===== src/hdl/cstp_pkg.sv =====
// ----------------------------------------------------------------------------
// cstp_pkg: shared types and constants of the call stack time profiler
// ----------------------------------------------------------------------------
`default_nettype none
package cstp_pkg;
    localparam int STACK_DEPTH   = 32;
    localparam int TABLE_ENTRIES = 64;
    localparam int MAX_RESULTS   = 32;
    localparam int SP_W   = $clog2(STACK_DEPTH + 1);
    localparam int SIDX_W = $clog2(STACK_DEPTH);
    localparam int TIDX_W = $clog2(TABLE_ENTRIES);
    localparam int RCNT_W = $clog2(MAX_RESULTS + 1);
    localparam int ID_W    = 32;
    localparam int CALLS_W = 48;
    localparam int TIME_W  = 64;
    localparam int SLOT_W  = 6;

    typedef enum logic [1:0] {
        KIND_CALL = 2'd0, KIND_TAIL = 2'd1, KIND_RET = 2'd2, KIND_READ = 2'd3
    } kind_t;

    typedef enum logic [1:0] {
        ST_UPDATED = 2'd0, ST_FULL = 2'd1, ST_READ_OK = 2'd2, ST_READ_EMPTY = 2'd3
    } status_t;

    // table search request / answer between sequencer and search unit
    typedef struct packed {
        logic            start;
        logic [ID_W-1:0] id;
    } srch_req_t;

    typedef struct packed {
        logic              done;
        logic              hit;
        logic              free_ok;
        logic [TIDX_W-1:0] idx;
    } srch_rsp_t;
endpackage
`default_nettype wire


===== src/hdl/cstp_search.sv =====
// ----------------------------------------------------------------------------
// cstp_search: table lookup, one entry compared per cycle
// ----------------------------------------------------------------------------
`default_nettype none
module cstp_search
    import cstp_pkg::*;
(
    input  wire logic                     aclk,
    input  wire logic                     aresetn,
    input  wire srch_req_t                req,
    input  wire logic [TABLE_ENTRIES-1:0] valid_vec,
    output logic [TIDX_W-1:0]             rd_idx,
    input  wire logic [ID_W-1:0]          rd_id,
    output srch_rsp_t                     rsp
);
    logic              busy_reg, busy_next;
    logic [TIDX_W:0]   ptr_reg, ptr_next;
    logic              free_ok_reg, free_ok_next;
    logic [TIDX_W-1:0] free_reg, free_next;
    logic [TIDX_W-1:0] cmp_idx_reg, cmp_idx_next;
    logic              cmp_v_reg, cmp_v_next;
    logic [ID_W-1:0]   id_reg, id_next;
    srch_rsp_t         rsp_next;

    assign rd_idx = ptr_reg[TIDX_W-1:0];

    always_comb begin
        busy_next    = busy_reg;
        ptr_next     = ptr_reg;
        free_ok_next = free_ok_reg;
        free_next    = free_reg;
        cmp_idx_next = cmp_idx_reg;
        cmp_v_next   = 1'b0;
        id_next      = id_reg;
        rsp_next     = '0;
        if (req.start) begin
            busy_next    = 1'b1;
            ptr_next     = '0;
            free_ok_next = 1'b0;
            id_next      = req.id;
        end else if (busy_reg) begin
            // compare stage: entry read last cycle
            if (cmp_v_reg && valid_vec[cmp_idx_reg] && rd_id == id_reg) begin
                busy_next     = 1'b0;
                rsp_next.done = 1'b1;
                rsp_next.hit  = 1'b1;
                rsp_next.idx  = cmp_idx_reg;
            end else begin
                if (cmp_v_reg && !valid_vec[cmp_idx_reg] && !free_ok_reg) begin
                    free_ok_next = 1'b1;
                    free_next    = cmp_idx_reg;
                end
                if (ptr_reg == (TIDX_W+1)'(TABLE_ENTRIES) && !cmp_v_reg) begin
                    busy_next        = 1'b0;
                    rsp_next.done    = 1'b1;
                    rsp_next.free_ok = free_ok_next;
                    rsp_next.idx     = free_next;
                end else if (ptr_reg != (TIDX_W+1)'(TABLE_ENTRIES)) begin
                    cmp_idx_next = ptr_reg[TIDX_W-1:0];
                    cmp_v_next   = 1'b1;
                    ptr_next     = ptr_reg + 1'b1;
                end
            end
        end
    end

    always_ff @(posedge aclk) begin
        if (!aresetn) begin
            busy_reg  <= 1'b0;
            cmp_v_reg <= 1'b0;
            rsp       <= '0;
        end else begin
            busy_reg  <= busy_next;
            cmp_v_reg <= cmp_v_next;
            rsp       <= rsp_next;
        end
        ptr_reg     <= ptr_next;
        free_ok_reg <= free_ok_next;
        free_reg    <= free_next;
        cmp_idx_reg <= cmp_idx_next;
        id_reg      <= id_next;
    end
endmodule
`default_nettype wire

===== config.mk =====
export PLATFORM = sky130hd
export DESIGN_NAME = cstp_search
export DESIGN_NICKNAME = d
export VERILOG_FILES = /design/src/hdl/cstp_pkg.sv /design/src/hdl/cstp_search.sv
export SDC_FILE = /design/constraint.sdc
export NUM_CORES = 1
export LEC_CHECK = 0
export ABC_CLOCK_PERIOD_IN_PS = 2900
export BUFFER_PORTS_ARGS = -buffer_cell sky130_fd_sc_hd__clkbuf_2
export CAP_MARGIN = 20
export CORE_AREA = 5 5 93 95
export DETAILED_ROUTE_END_ITERATION = 8
export DIE_AREA = 0 0 98 100
export GPL_ROUTABILITY_DRIVEN = 1
export PLACE_DENSITY = 0.77
export SLEW_MARGIN = 20
export SYNTH_ARGS = -nofsm -noshare
export SYNTH_HDL_FRONTEND = slang
export SYNTH_SLANG_ARGS = --single-unit

===== constraint.sdc =====
create_clock -name aclk -period 2.9 [get_ports aclk]
set_input_delay 0.29 -clock aclk [delete_from_list [all_inputs] [get_ports aclk]]
set_output_delay 0.29 -clock aclk [all_outputs]
set_load 0.05 [all_outputs]

==> results.toml <==
[timing]
rsz0062_at_grt = "yes"
finalCritPeriodShare = 0.979
fmax_mhz = 352
worstMarginPinSlew_ns = 0.472
drv_slew = 0
slew_headroom = 0.684
layout_setup_ws_ns = 0.0604
finalSetupViolations = 0
finalCriticalPeriod_ns = 2.84
fin_tns_setup_ns = 0
finClkSkew_ns = 0.00505
hold_viol = 0

[global_route]
grt_max_degree = 36
overflow = 0
grt_pass1_vias = 2504
grt.total_usage = 0.154
grt_pass1_wl_mm = 11.8
antenna_found_initial = 0

[setup_path]
worstPathMaxFanout = 6
endpoint_kind = "flop"
crit_path_start_kind = "flop"
critPathRequiredTime_ns = 2.98
worst-endpoint-arrival_ns = 2.92
critPathKind = "reg -> reg"

[logic_synthesis]
synthesis.area_mm2 = 0.00314
yosys.cell_types.count = 41
yosysTopAreaCell = "edfxtp_1"
avgSynthCellArea_um2 = 14.4
yosysWarningCount = 0
synth_top_area_frac = 0.421
syn_inst = 218
netlist_top_cells_area = "edfxtp_1 42%, dfxtp_1 12%, mux4_2 9.3%, xnor2_1 4.7%, mux4_1 4.2%"
synth_nets = 351
yosysSeqAreaShare = 0.542
ys_seq_elements = 63

[cts]
htreeDepth = 3
root_buffer = "clkbuf_8"
post_cts_buffers = 0
cts_sinks = 63
path_clk_slew_ns = 0.07
ctsHoldBuffers = 0
clock_latency_ns = 0.33
cts_tree = "built"
clk_path_buf_depth = 2
cts_made_buffers = 9

[layout]
fillers = 652
final_util = 0.555
area_growth_pct = 35.3
largest_register_ffs = 32
multi_input_area_mm2 = 0.00136
final-seq-area_mm2 = 0.00170
drive_gt1_frac = 0.560
layout_common_cells = "145 x clkbuf_2, 44 x edfxtp_1, 19 x dfxtp_1, 18 x mux4_2, 17 x xnor2_1"
final_common_cell = "clkbuf_2"
final_nets = 501
num_antenna_cells = 0

[power]
power.leakage_nw = 1.81
p_sw_mw = 0.479
internal_power_mw = 1.66
power_frac_comb = 0.124
p_sw_frac = 0.224
seqPwrFrac = 0.488
ir_drop_mv = 0.407
power.density_mw_per_mm2 = 504
power_frac_clock = 0.388

[die]
die_height_um = 100
die_x_um = 98
core_region_area_mm2 = 0.00765
fp-row-count = 32
pin_count = 146
fp.dieArea_mm2 = 0.00980
start_util = 0.410

[drt]
vias_per_cell = 5.01
vias = 2379
drt_iter0_markers = 220
drt_wl_total_mm = 7.53
post-route-drc-count = 0
dr.pass1.iters = 4
ant_nets = 0
wl_per_cell_um = 15.9

[outcome]
outcome = "finished clean"

[hold_path]
hp-class = "in -> reg"

[placed_design]
dp_hpwl_mm = 6.08
pre_cts_ws_ns = -0.122
port_buffers = 145
globalplace.congestion = 0.894

[flow_run]
maxCapViolations = 0
layout make-up:
type,count,area share
clock buffers,9,0.0292
clock inverters,7,0.0230
inverters,2,0.00177
multi-input cells,137,0.320
flip-flops and latches,63,0.401
well taps,102,0.0301
repair buffers,155,0.195
per-layer routing:
layer	up-vias	global-route usage	share of wire
met5	-	0	0
met4	0	0.0522	0.015
met3	13	0.0584	0.094
met2	123	0.264	0.50
met1	1111	0.178	0.39
li1	1132	-	-
critical path: stages (launching register included):
cell and delay [ns]:
edfxtp_1 0.40, buf_6 0.15, mux4_2 0.49, mux4_2 0.49, o22ai_2 0.14, o22a_2 0.19, buf_6 0.11, nand2_4 0.05
nor2_4 0.25, mux2_4 0.33
worst paths after layout:
check | slack, ns | cells past startpoint | from | to
max | 0.06 | 9 | cmp_idx_reg[1] | free_reg[5]
min | 0.13 | 1 | req[1] | id_reg[1]
max reg2reg | 0.06 | 9 | cmp_idx_reg[1] | free_reg[5]
min reg2reg | 0.50 | 2 | ptr_reg[6] | ptr_reg[6]
power groups by stage:
stage          registers, mW  clock network [mW]  logic [mW]
6_report                1.04               0.830       0.266
5_1_grt                 1.05               0.903       0.293
4_1_cts                 1.04               0.852       0.260
3_5_place_dp            1.06                   0       0.258
2_1_floorplan           1.05                   0       0.140
3_3_place_gp            1.06                   0       0.249
cell usage after synthesis (all sizes together):
| library cell | count |
|---|---|
| nor4 | 5 |
| and3 | 2 |
| a21oi | 3 |
| edfxtp | 44 |
| xnor2 | 17 |
| a22o | 6 |
| o21a | 1 |
| nand2b | 1 |
| nand2 | 6 |
| or2 | 1 |
| o22ai | 1 |
| and3b | 1 |
| or4 | 2 |
| and2 | 2 |
| o21ai | 4 |
| nand4 | 9 |
| mux4 | 18 |
| nor3 | 3 |
| buf | 13 |
| mux2 | 10 |
| o22a | 1 |
| nor2b | 4 |
| or3 | 2 |
| inv | 2 |
| mux2i | 2 |
| a221o | 1 |
| nand3 | 2 |
| nor3b | 3 |
| xor2 | 15 |
| nor2 | 9 |
| a31oi | 1 |
| dfxtp | 19 |
| ha | 2 |
| o31ai | 2 |
| or4b | 1 |
| clkbuf | 3 |
stage by stage:
stage,cell area [um^2],hold WS (ns),power (mW),instances
2_1_floorplan,3140,0.389,1.19,218
3_3_place_gp,3960,0.467,1.31,458
3_5_place_dp,3960,0.469,1.32,458
4_1_cts,4200,0.107,2.15,474
5_1_grt,4240,0.0958,2.24,475
6_report,4240,0.131,2.14,475
what timing repair did:
item,in CTS,in global routing
hold endpoints to repair,0,0
gates cloned,0,1
setup endpoints to repair,18,8
pin swaps,0,2
gates resized for setup,3,22
logic make-up after synthesis:
family,after synthesis,synth area share
compound gates,20,0.0475
xor+xnor,32,0.0894
fa+ha+maj,2,0.00798
buf+inv,18,0.0371
flops,63,0.542
mux,30,0.178
simple gates,53,0.0981
(Power assumes the default switching activity.)
